$ cat config.mk
export PLATFORM = sky130hd
export DESIGN_NAME = command_line_tokenizer_core
export DESIGN_NICKNAME = d
export VERILOG_FILES = /design/src/rtl/core/clt_pkg.sv /design/src/rtl/core/clt_parse.sv /design/src/rtl/core/command_line_tokenizer_core.sv
export VERILOG_INCLUDE_DIRS = /design/src /design/src/rtl/core
export SDC_FILE = /design/constraint.sdc
export NUM_CORES = 1
export LEC_CHECK = 0
export ABC_AREA = 1
export BUFFER_PORTS_ARGS = -buffer_cell sky130_fd_sc_hd__buf_2
export CELL_PAD_IN_SITES_DETAIL_PLACEMENT = 1
export CELL_PAD_IN_SITES_GLOBAL_PLACEMENT = 1
export CORE_MARGIN = 5
export CORE_UTILIZATION = 30
export CTS_BUF_LIST = sky130_fd_sc_hd__clkbuf_8 sky130_fd_sc_hd__clkbuf_16
export DETAILED_ROUTE_END_ITERATION = 10
export HOLD_SLACK_MARGIN = 0.08
export PLACE_DENSITY = 0.72
export SETUP_SLACK_MARGIN = 0.02
export SYNTH_ARGS = -nofsm -noshare
export SYNTH_HDL_FRONTEND = slang
export SYNTH_SLANG_ARGS = --single-unit
export TNS_END_PERCENT = 10
$ cat constraint.sdc
create_clock -name clk -period 2.23 [get_ports clk]
set_clock_uncertainty 0.05 [all_clocks]
set_input_delay 0.1115 -clock clk [delete_from_list [all_inputs] [get_ports clk]]
set_output_delay 0.1115 -clock clk [all_outputs]
set_load 0.02 [all_outputs]
$ cat src/rtl/core/command_line_tokenizer_core_macros.svh
// Assertion macros for the tokenizer RTL, included by clt_parse.
`ifndef COMMAND_LINE_TOKENIZER_CORE_MACROS_SVH
`define COMMAND_LINE_TOKENIZER_CORE_MACROS_SVH

// Same-cycle implication, disabled during reset.
`define CLT_ASSERT_NOW(lbl, ante, cons, msg) \
  lbl: assert property (@(posedge clk) disable iff (rst) (ante) |-> (cons)) \
    else $error(msg);

// Next-cycle implication, disabled during reset.
`define CLT_ASSERT_NEXT(lbl, ante, cons, msg) \
  lbl: assert property (@(posedge clk) disable iff (rst) (ante) |=> (cons)) \
    else $error(msg);

`endif

$ cat src/rtl/core/clt_pkg.sv
// Types, character codes and helpers for the command-line tokenizer.
package clt_pkg;

  localparam logic [7:0] CH_SQUOTE = 8'h27;
  localparam logic [7:0] CH_DQUOTE = 8'h22;
  localparam logic [7:0] CH_BSLASH = 8'h5C;
  localparam logic [7:0] CH_SPACE  = 8'h20;
  localparam logic [7:0] CH_TAB    = 8'h09;
  localparam logic [7:0] CH_CR     = 8'h0D;

  typedef enum logic [1:0] {
    QUOTE_NONE   = 2'd0,
    QUOTE_SINGLE = 2'd1,
    QUOTE_DOUBLE = 2'd2
  } quote_t;

  typedef enum logic [1:0] {
    ST_OK          = 2'd0,
    ST_TOO_MANY    = 2'd1,
    ST_UNTERM_QUOT = 2'd2,
    ST_TRAIL_ESC   = 2'd3
  } status_t;

  typedef struct packed {
    logic       emit;
    logic [7:0] out_char;
    logic [3:0] arg_index;
    logic       arg_begin;
    logic       arg_finish;
    logic       line_done;
    status_t    status;
    logic [4:0] arg_count;
  } result_t;

  function automatic logic is_space(input logic [7:0] c);
    return (c == CH_SPACE) || (c >= CH_TAB && c <= CH_CR);
  endfunction

endpackage

$ cat src/rtl/core/clt_parse.sv
// Tokenizer line state and the per-character update.
module clt_parse
  import clt_pkg::*;
#(
  parameter int MAX_ARGS = 16
) (
  input  logic       clk,
  input  logic       rst,
  input  logic       step,
  input  logic [7:0] char_in,
  input  logic       end_of_line,
  output result_t    res
);

`include "command_line_tokenizer_core_macros.svh"

  localparam int CNT_W = ($clog2(MAX_ARGS + 1) < 5) ? 5 : $clog2(MAX_ARGS + 1);
  localparam logic [CNT_W-1:0] ARG_LIMIT = CNT_W'(MAX_ARGS);

  logic             inside_arg, inside_arg_next;
  quote_t           open_quote, open_quote_next;
  logic             escape_pending, escape_pending_next;
  logic [CNT_W-1:0] count, count_next;
  status_t          error_code, error_code_next;

  logic             proc;
  logic             quote_hit;
  logic [CNT_W-1:0] idx_cnt;
  status_t          st;

  always_ff @(posedge clk) begin
    if (rst) begin
      inside_arg     <= 1'b0;
      open_quote     <= QUOTE_NONE;
      escape_pending <= 1'b0;
      count          <= '0;
      error_code     <= ST_OK;
    end else if (step) begin
      inside_arg     <= inside_arg_next;
      open_quote     <= open_quote_next;
      escape_pending <= escape_pending_next;
      count          <= count_next;
      error_code     <= error_code_next;
    end
  end

  always_comb begin
    inside_arg_next     = inside_arg;
    open_quote_next     = open_quote;
    escape_pending_next = escape_pending;
    count_next          = count;
    error_code_next     = error_code;
    proc                = 1'b0;
    st                  = ST_OK;
    quote_hit           = (open_quote == QUOTE_SINGLE) ? (char_in == CH_SQUOTE)
                                                       : (char_in == CH_DQUOTE);
    res                 = '0;

    if (end_of_line) begin
      if (error_code != ST_OK) begin
        st = error_code;
      end else if (escape_pending) begin
        st = ST_TRAIL_ESC;
      end else if (open_quote != QUOTE_NONE) begin
        st = ST_UNTERM_QUOT;
      end
      res.arg_finish      = (st == ST_OK) && inside_arg;
      res.line_done       = 1'b1;
      res.status          = st;
      res.arg_count       = count[4:0];
      inside_arg_next     = 1'b0;
      open_quote_next     = QUOTE_NONE;
      escape_pending_next = 1'b0;
      count_next          = '0;
      error_code_next     = ST_OK;
    end else if (error_code == ST_OK && char_in != 8'd0) begin
      priority if (escape_pending) begin
        escape_pending_next = 1'b0;
        res.emit            = 1'b1;
        res.out_char        = char_in;
      end else if (inside_arg) begin
        proc = 1'b1;
      end else if (!is_space(char_in)) begin
        if (count >= ARG_LIMIT) begin
          error_code_next = ST_TOO_MANY;
        end else begin
          count_next      = count + 1'b1;
          inside_arg_next = 1'b1;
          res.arg_begin   = 1'b1;
          proc            = 1'b1;
        end
      end else begin
        proc = 1'b0;
      end

      if (proc) begin
        priority if (open_quote != QUOTE_NONE) begin
          priority if (quote_hit) begin
            open_quote_next = QUOTE_NONE;
          end else if (char_in == CH_BSLASH) begin
            escape_pending_next = 1'b1;
          end else begin
            res.emit     = 1'b1;
            res.out_char = char_in;
          end
        end else if (char_in == CH_SQUOTE) begin
          open_quote_next = QUOTE_SINGLE;
        end else if (char_in == CH_DQUOTE) begin
          open_quote_next = QUOTE_DOUBLE;
        end else if (char_in == CH_BSLASH) begin
          escape_pending_next = 1'b1;
        end else if (is_space(char_in)) begin
          inside_arg_next = 1'b0;
          res.arg_finish  = 1'b1;
        end else begin
          res.emit     = 1'b1;
          res.out_char = char_in;
        end
      end
    end

    idx_cnt       = end_of_line ? count : count_next;
    res.arg_index = (idx_cnt != '0) ? 4'(idx_cnt - 1'b1) : 4'd0;
  end

  `CLT_ASSERT_NEXT(a_eol_clears, step && end_of_line,
                   count == '0 && open_quote == QUOTE_NONE && !escape_pending &&
                   !inside_arg && error_code == ST_OK,
                   "line state not cleared after end of line")
  `CLT_ASSERT_NEXT(a_begin_counts, step && res.arg_begin,
                   count == $past(count) + 1'b1 && inside_arg,
                   "argument begin did not advance the count")
  `CLT_ASSERT_NEXT(a_error_sticky, step && !end_of_line && error_code != ST_OK,
                   error_code == $past(error_code),
                   "error code changed before end of line")
  `CLT_ASSERT_NOW(a_count_bound, 1'b1, count <= ARG_LIMIT,
                  "argument count beyond limit")

endmodule

$ cat src/rtl/core/command_line_tokenizer_core.sv
// A request accepted into the input register moves to the result register, and so to the master side,
// when the master side can take it. One character per cycle while the master side does not stall; the input
// and result registers decouple the two sides, and the line state updates as a request moves between them.
// Reset (rst, synchronous, active high) empties both registers and clears the line
// state: no argument open, no quote, no escape, count zero, no error.
module command_line_tokenizer_core
  import clt_pkg::*;
#(
  parameter int MAX_ARGS = 16
) (
  input  logic        clk,
  input  logic        rst,
  input  logic        s_axis_tvalid,
  output logic        s_axis_tready,
  input  logic [7:0]  s_axis_tdata,   // [7:0] char_in
  input  logic        s_axis_tuser,   // [0] end_of_line
  output logic        m_axis_tvalid,
  input  logic        m_axis_tready,
  output logic [23:0] m_axis_tdata,   // [7:0] out_char, [11:8] arg_index, [13:12] status,
                                      // [18:14] arg_count, [23:19] zero
  output logic [2:0]  m_axis_tuser,   // [0] emit, [1] arg_begin, [2] arg_finish
  output logic        m_axis_tlast    // line_done
);

  logic       in_valid;
  logic [7:0] in_char;
  logic       in_eol;
  logic       out_valid;
  result_t    out_res;
  result_t    step_res;
  logic       advance;

  assign advance       = in_valid && (!out_valid || m_axis_tready);
  assign s_axis_tready = !in_valid || advance;

  always_ff @(posedge clk) begin
    if (rst) begin
      in_valid <= 1'b0;
    end else if (s_axis_tready) begin
      in_valid <= s_axis_tvalid;
    end
  end

  always_ff @(posedge clk) begin
    if (s_axis_tvalid && s_axis_tready) begin
      in_char <= s_axis_tdata;
      in_eol  <= s_axis_tuser;
    end
  end

  clt_parse #(
    .MAX_ARGS(MAX_ARGS)
  ) u_parse (
    .clk        (clk),
    .rst        (rst),
    .step       (advance),
    .char_in    (in_char),
    .end_of_line(in_eol),
    .res        (step_res)
  );

  always_ff @(posedge clk) begin
    if (rst) begin
      out_valid <= 1'b0;
    end else if (advance) begin
      out_valid <= 1'b1;
    end else if (m_axis_tready) begin
      out_valid <= 1'b0;
    end
  end

  always_ff @(posedge clk) begin
    if (advance) begin
      out_res <= step_res;
    end
  end

  assign m_axis_tvalid = out_valid;
  assign m_axis_tdata  = {5'd0, out_res.arg_count, out_res.status,
                          out_res.arg_index, out_res.out_char};
  assign m_axis_tuser  = {out_res.arg_finish, out_res.arg_begin, out_res.emit};
  assign m_axis_tlast  = out_res.line_done;

endmodule
# Yosys cells after proc, flatten, opt, wreduce, memory -nomap -nowiden

Cells that the tools add are included.

Eq/ne operators: 9
Reduce and logical (&&, ||, !) cells: 26
$lt $le $gt $ge: 3
$add $sub $neg: 2
Bitwise logic cells: 1
Muxes and demuxes: 68

Operators with widths:

| kind                  | count |
|---|---|
| $mux W9               | 9 |
| $mux W5               | 7 |
| $mux W1               | 34 |
| $mux W2               | 17 |
| $eq A8 B6 Y1 const B  | 3 |
| $reduce_bool A2 Y1    | 6 |
| $eq A8 B7 Y1 const B  | 1 |
| $ge A8 B4 Y1 const B  | 1 |
| $le A8 B4 Y1 const B  | 1 |
| $mux W8               | 1 |
| $reduce_bool A8 Y1    | 1 |
| $ne A2 B2 Y1 const B  | 3 |
| $reduce_and A6 Y1     | 1 |
| $add A5 B1 Y5 const B | 1 |
| $ge A5 B5 Y1 const B  | 1 |
| $logic_and A1 B1 Y1   | 5 |
| $reduce_and A5 Y1     | 1 |
| $reduce_bool A5 Y1    | 1 |
| $logic_not A2 Y1      | 2 |
| $reduce_bool A4 Y1    | 1 |
| $reduce_or A4 Y1      | 1 |
| $sub A4 B1 Y4 const B | 1 |
| $logic_or A1 B1 Y1    | 3 |
| $ne A3 B2 Y1 const B  | 1 |
| other kinds (5)       | 6 |

Logic and storage cells: 126
Output and inout port bits: 30
Register bits: 45
Input bits: 13

# Longest topological paths before layout

Word-level depth: 14
Mapped depth: 19
Gate-level depth less buffers: 19

# Modules after synthesis

Synthesis repeated with hierarchy kept, for this count alone.

Cells, all modules: 237
Area total of the unflattened synthesis: 2165.8 µm²

Modules (own cells, without submodules):

| module                      | area each (µm²) | times used | cells each |
|---|---|---|---|
| command_line_tokenizer_core | 1093.5          | 1          | 50 |
| clt_parse                   | 1072.3          | 1          | 187 |

# Worst setup path after synthesis

No wires, ideal clock.

Kind: flip-flop to flip-flop
From: register in_char[1]
To: register out_res, in the netlist m_axis_tdata[10], data pin
Slack: 0.103 ns
Library setup time: 0.255 ns
Stages on the path, launching flop included: 18
Data arrival time: 1.822 ns
Cells stage by stage: edfxtp_1 > inv_2 > nand2_2 > nand2_1 > nand2_1 > nand2_2 > nand3_4 > nor2_4 > nand2_1 > nand3_1 > nand2_2 > inv_2 > ha_1 > nand2_1 > a21oi_1 > nand3_2 > nor2_2 > nor2_1

Longest elaborated chain between the ends: 10

Ends and longest elaborated chain:

| what                                                       | line                              | source |
|---|---|---|
| from (decl)                                                | command_line_tokenizer_core.sv:26 | `logic [7:0] in_char;` |
| from (signal assigned)                                     | command_line_tokenizer_core.sv:46 | `in_char <= s_axis_tdata;` |
| $ge A8 B4 Y1 / $le A8 B4 Y1 (equally long branches)        | clt_pkg.sv:36                     | `return (c == CH_SPACE) \|\| (c >= CH_TAB && c <= CH_CR);` |
| $logic_and A1 B1 Y1                                        | clt_pkg.sv:36                     |  |
| $logic_or A1 B1 Y1                                         | clt_pkg.sv:36                     |  |
| $mux W5                                                    | clt_parse.sv:83                   | `end else if (!is_space(char_in)) begin` |
| $mux W5                                                    | clt_parse.sv:81                   | `end else if (inside_arg) begin` |
| $mux W5                                                    | clt_parse.sv:77                   | `priority if (escape_pending) begin` |
| $mux W5 *                                                  | clt_parse.sv:76                   | `end else if (error_code == ST_OK && char_in != 8'd0) begin` |
| $mux W5 *                                                  | clt_parse.sv:59                   | `if (end_of_line) begin` |
| $mux W5 *                                                  | clt_parse.sv:122                  | `idx_cnt = end_of_line ? count : count_next;` |
| $sub A4 B1 Y4 / $reduce_bool A5 Y1 (equally long branches) | clt_parse.sv:123                  | `res.arg_index = (idx_cnt != '0) ? 4'(idx_cnt - 1'b1) : 4'd0;` |
| to (signal assigned)                                       | command_line_tokenizer_core.sv:74 | `out_res <= step_res;` |
| to (decl)                                                  | command_line_tokenizer_core.sv:29 | `result_t out_res;` |

Every way passes the cells marked *; elsewhere a longest branch is shown, timed or not.
A chain may end at the register's enable or synchronous reset.

# Worst setup path after layout

From: register in_char[1]
To: register out_res, in the netlist m_axis_tdata[11], data pin

The elaborated chain is that of the path after synthesis.

==> impl_metrics.prom <==
# TYPE chip_impl_metric gauge
chip_impl_metric{name="synth-async-reset-ratio",unit=""} 0
chip_impl_metric{name="clk-insertion-delay-late",unit="ps"} 290
chip_impl_info{name="cts_tree",value="done"} 1
chip_impl_metric{name="port_buffers",unit=""} 37
chip_impl_metric{name="final_layout_size_suffix_gt1_frac",unit=""} 0.3082
chip_impl_info{name="cts_root_buf",value="sky130_fd_sc_hd__clkbuf_8"} 1
chip_impl_metric{name="gpl_congestion",unit=""} 0.8539
chip_impl_info{name="worstSetupEndpointType",value="flop"} 1
chip_impl_info{name="crit-reg2reg-launch",value="in_char[1]"} 1
chip_impl_metric{name="post-route-drc-count",unit=""} 0
chip_impl_metric{name="postLayoutCellArea",unit="sq mm"} 0.002960
chip_impl_metric{name="ys_seq_area_frac",unit=""} 0.5464
chip_impl_info{name="critical_path.slowest_cell",value="sky130_fd_sc_hd__edfxtp_1"} 1
chip_impl_metric{name="layout.cells.non_filler",unit=""} 430
chip_impl_info{name="synth_top_cell_by_area",value="sky130_fd_sc_hd__edfxtp_1"} 1
chip_impl_metric{name="final.setup.tns",unit="ps"} -184.6
chip_impl_metric{name="cts-buffers-inserted",unit=""} 5
chip_impl_metric{name="routed_wire_length_per_instance",unit="um"} 13.23
chip_impl_metric{name="initial_core_util",unit=""} 0.3064
chip_impl_metric{name="worst_ep_required_time",unit="ps"} 2230
chip_impl_metric{name="detailedPlacementHpwl",unit="mm"} 4.203
chip_impl_metric{name="hold_viol",unit=""} 0
chip_impl_metric{name="total_number_of_vias",unit=""} 1936
chip_impl_metric{name="clk_pin_slew_worst_paths",unit="ps"} 80
chip_impl_metric{name="placement.cell_area",unit="sq mm"} 0.002611
chip_impl_info{name="grt_setup_unrepaired",value="true"} 1
chip_impl_metric{name="timing_max_transition_violations_final",unit=""} 0
chip_impl_info{name="run_status",value="finished, violations left"} 1
chip_impl_metric{name="postRouteWirelength",unit="mm"} 5.689
chip_impl_metric{name="die_height",unit="um"} 95.60
chip_impl_metric{name="synth_cell_types",unit=""} 25
chip_impl_metric{name="antenna_violations_before_repair",unit=""} 0
chip_impl_metric{name="setup_ws",unit="ps"} -58.24
chip_impl_metric{name="utilization_after_layout",unit=""} 0.4126
chip_impl_metric{name="fmax",unit="MHz"} 437.0
chip_impl_metric{name="critPathMaxFanout",unit=""} 5
chip_impl_info{name="crit_path_end",value="m_axis_tdata[11]"} 1
chip_impl_metric{name="min_period_over_period",unit=""} 1.026
chip_impl_metric{name="numPlacedInstances",unit=""} 401
chip_impl_metric{name="yosysWarningCount",unit=""} 0
chip_impl_metric{name="grt.overflow.total",unit=""} 0
chip_impl_info{name="critical_r2r_capture",value="m_axis_tdata[11]"} 1
chip_impl_metric{name="setup.reg_to_reg.worst_slack",unit="ps"} -60
chip_impl_info{name="failed_checks",value="setup timing"} 1
chip_impl_metric{name="top_ports",unit=""} 43
chip_impl_metric{name="grt_start_max_net_pins",unit=""} 27
chip_impl_metric{name="finalCriticalPeriod",unit="ps"} 2288
chip_impl_metric{name="syn-cell-area",unit="sq mm"} 0.002198
chip_impl_metric{name="r2r.worst_path.cells",unit=""} 19
chip_impl_metric{name="fp.coreArea",unit="sq mm"} 0.007176
chip_impl_info{name="crit_path_start",value="in_char[1]"} 1
chip_impl_info{name="synthTopCellsByArea",value="sky130_fd_sc_hd__edfxtp_1 44%, sky130_fd_sc_hd__dfxtp_1 11%, sky130_fd_sc_hd__nand2_1 7.5%"} 1
chip_impl_metric{name="fp.dieArea",unit="sq mm"} 0.009139
chip_impl_info{name="synth_top_cells_by_count",value="44 x sky130_fd_sc_hd__nand2_1, 35 x sky130_fd_sc_hd__inv_1, 34 x sky130_fd_sc_hd__nor2_1"} 1
chip_impl_metric{name="vias_per_cell",unit=""} 4.502
chip_impl_metric{name="diodes",unit=""} 0
chip_impl_info{name="path_delay_family",value="simple AND/OR/NAND/NOR gates"} 1
chip_impl_info{name="synth.most_common_cell",value="sky130_fd_sc_hd__nand2_1"} 1
chip_impl_metric{name="cts.sinks",unit=""} 44
chip_impl_metric{name="syn_avg_cell_area",unit="sq um"} 8.724
chip_impl_metric{name="grt_first_pass_wirelength",unit="mm"} 9.349
chip_impl_metric{name="p_leak",unit="nW"} 1.377
chip_impl_metric{name="worstPathArrival",unit="ps"} 2290
chip_impl_metric{name="cp.depth",unit=""} 19
chip_impl_metric{name="cts_htree_levels",unit=""} 2
chip_impl_info{name="timing_worst_setup_path_type",value="flop to flop"} 1
chip_impl_metric{name="report.final.setup_viol",unit=""} 4
chip_impl_metric{name="crit_path_max_incr_delay",unit="ps"} 420
chip_impl_metric{name="fp-row-count",unit=""} 31
chip_impl_metric{name="synth_edf_count",unit=""} 32
chip_impl_metric{name="track_usage",unit=""} 0.1313
chip_impl_metric{name="max-vdd-ir-drop",unit="mV"} 0.2013
chip_impl_metric{name="yosys.area.top_type_share",unit=""} 0.4371
chip_impl_metric{name="drtIter0Drc",unit=""} 73
chip_impl_metric{name="detail-route-antenna-nets",unit=""} 0
chip_impl_info{name="startpoint_type",value="flop"} 1
chip_impl_metric{name="synth.ff_latch_count",unit=""} 44
chip_impl_info{name="crit_chain",value="inv_2 -> nand2_2 -> nand2_1 -> nand2_1 -> nand2_2 -> nand3_4 -> nor2_4 -> nand2_2 -> nand3_2 -> nand2_2 -> inv_2 -> ha_4 -> nand2_2 -> a21oi_2 -> nand3_2 -> nand2_1 -> inv_1 -> nand2_1 -> nand2_1"} 1
chip_impl_metric{name="cap_viol_max_count",unit=""} 0
chip_impl_metric{name="post_synth_inst_count",unit=""} 252
chip_impl_metric{name="finish.net_count",unit=""} 347
chip_impl_metric{name="die_x",unit="um"} 95.60
chip_impl_metric{name="fill_cells",unit=""} 860
chip_impl_info{name="synth-main-ff-cell",value="sky130_fd_sc_hd__edfxtp_1"} 1
chip_impl_metric{name="worstPathBufferInverterCount",unit=""} 3
chip_impl_metric{name="via_count_of_the_first_global_routing_pass",unit=""} 1974
chip_impl_metric{name="cts.path.max_buffers",unit=""} 2
chip_impl_metric{name="syn_to_final_growth",unit="%"} 34.66
chip_impl_info{name="type_of_the_most_critical_hold_path",value="flop to flop"} 1
chip_impl_metric{name="power_density",unit="mW/mm^2"} 658.4
chip_impl_metric{name="drt-pass1-iter-count",unit=""} 4
[worst register-to-register path, cell delays in order, from the launching register on]
cell and delay (ps):
sky130_fd_sc_hd__edfxtp_1 420, sky130_fd_sc_hd__inv_2 100, sky130_fd_sc_hd__nand2_2 70, sky130_fd_sc_hd__nand2_1 70
sky130_fd_sc_hd__nand2_1 80, sky130_fd_sc_hd__nand2_2 100, sky130_fd_sc_hd__nand3_4 90, sky130_fd_sc_hd__nor2_4 160
sky130_fd_sc_hd__nand2_2 70, sky130_fd_sc_hd__nand3_2 90, sky130_fd_sc_hd__nand2_2 60, sky130_fd_sc_hd__inv_2 80
sky130_fd_sc_hd__ha_4 130, sky130_fd_sc_hd__nand2_2 50, sky130_fd_sc_hd__a21oi_2 120, sky130_fd_sc_hd__nand3_2 110
sky130_fd_sc_hd__nand2_1 80, sky130_fd_sc_hd__inv_1 40, sky130_fd_sc_hd__nand2_1 40, sky130_fd_sc_hd__nand2_1 40
[cell usage in the layout, fill, tap and decap left out, types with 2 or more instances in the layout]
cell type                       instances
sky130_fd_sc_hd__o21ai_0               12
sky130_fd_sc_hd__inv_1                 37
sky130_fd_sc_hd__clkbuf_8               5
sky130_fd_sc_hd__nor2_4                 2
sky130_fd_sc_hd__dlygate4sd3_1         12
sky130_fd_sc_hd__nand3_1               12
sky130_fd_sc_hd__nand3_2                4
sky130_fd_sc_hd__edfxtp_1              32
sky130_fd_sc_hd__nand2_1               39
sky130_fd_sc_hd__nand3_4                2
sky130_fd_sc_hd__buf_2                 37
sky130_fd_sc_hd__o21ai_1                2
sky130_fd_sc_hd__inv_2                  6
sky130_fd_sc_hd__nor2_1                34
sky130_fd_sc_hd__dfxtp_1               12
sky130_fd_sc_hd__nor2_2                 3
sky130_fd_sc_hd__nor3_1                 8
sky130_fd_sc_hd__ha_1                   3
sky130_fd_sc_hd__conb_1                 5
sky130_fd_sc_hd__buf_4                 25
sky130_fd_sc_hd__nand2_2               12
sky130_fd_sc_hd__a21oi_1               15
sky130_fd_sc_hd__nand4_1                4
[state kept, by name (all words and copies together), names as in the netlist]
register / count
u_parse.inside_arg: 1
in_valid: 1
m_axis_tuser: 3
u_parse.count: 5
u_parse.open_quote: 2
m_axis_tlast: 1
in_eol: 1
u_parse.escape_pending: 1
m_axis_tvalid: 1
in_char: 8
m_axis_tdata: 19
u_parse.error_code: 1
[power breakdown]
| part | switching [W] | internal [W] | total [W] |
|---|---|---|---|
| Combinational | 0.000239 | 0.000159 | 0.000399 |
| Sequential | 0.0000252 | 0.000936 | 0.000962 |
| Clock | 0.000263 | 0.000326 | 0.000589 |
| Total | 0.000527 | 0.00142 | 0.00195 |
[how the worst min path moves through the flow]
stage          slack, ps             startpoint  cells past startpoint                    end
6_report             460  u_parse.open_quote[1]                      2  u_parse.open_quote[1]
5_1_grt              460           s_axis_tuser                      2                 in_eol
4_1_cts              460        s_axis_tdata[7]                      2             in_char[7]
3_5_place_dp         240        s_axis_tdata[7]                      1             in_char[7]
3_3_place_gp         240        s_axis_tdata[6]                      1             in_char[6]
2_1_floorplan        130                    rst                      1               in_valid
[per-stage QoR]
stage / setup slack [ps] / hold slack (ps) / power, W
floorplan: 103.1 / 130.6 / 0.001204
global placement: 34.90 / 239.8 / 0.001306
detailed placement: -71.59 / 240.2 / 0.001319
CTS: -49.58 / 457.5 / 0.001954
global route: -192.8 / 464.8 / 0.002053
finish: -58.24 / 458.3 / 0.001949
[timing repair]
item | in CTS | in global routing
buffers inserted | 5 | 4
gates resized for setup | 10 | 5
hold endpoints to repair | 14 | 0
pin swaps | 6 | 5
endpoints found under the setup margin | 4 | 11
hold buffers | 12 | 0
[cell families after synthesis]
group / count (synthesis) / share of synthesized area
buffers and inverters: 49 / 0.09334
xor gates and xnor gates: 1 / 0.003985
other: 1 / 0.001706
adders and majority gates: 4 / 0.02277
DFF: 44 / 0.5464
AOI/OAI and AO/OA: 33 / 0.07912
and+or+nand+nor: 120 / 0.2527
[metal layers]
metal | track usage | share of wire | vias to the layer above
met5 | 0 | 0 | -
met4 | 0.04028 | 0.017 | 0
met3 | 0.02210 | 0.035 | 9
met2 | 0.2386 | 0.52 | 47
met1 | 0.1566 | 0.43 | 920
li1 | - | - | 960
[final cells by class]
cell class              instances  area [sq um]  share of cell area
multi-input cells             163         862.1              0.2912
clock inverters                 3         37.54             0.01268
repair buffers                 75         513.0              0.1733
inverters                      41         153.9             0.05199
clock buffers                   5         68.82             0.02325
flip-flops and latches         44          1201              0.4057
well taps                      99         123.9             0.04184
Note: power is estimated with default switching activity, not from simulation.
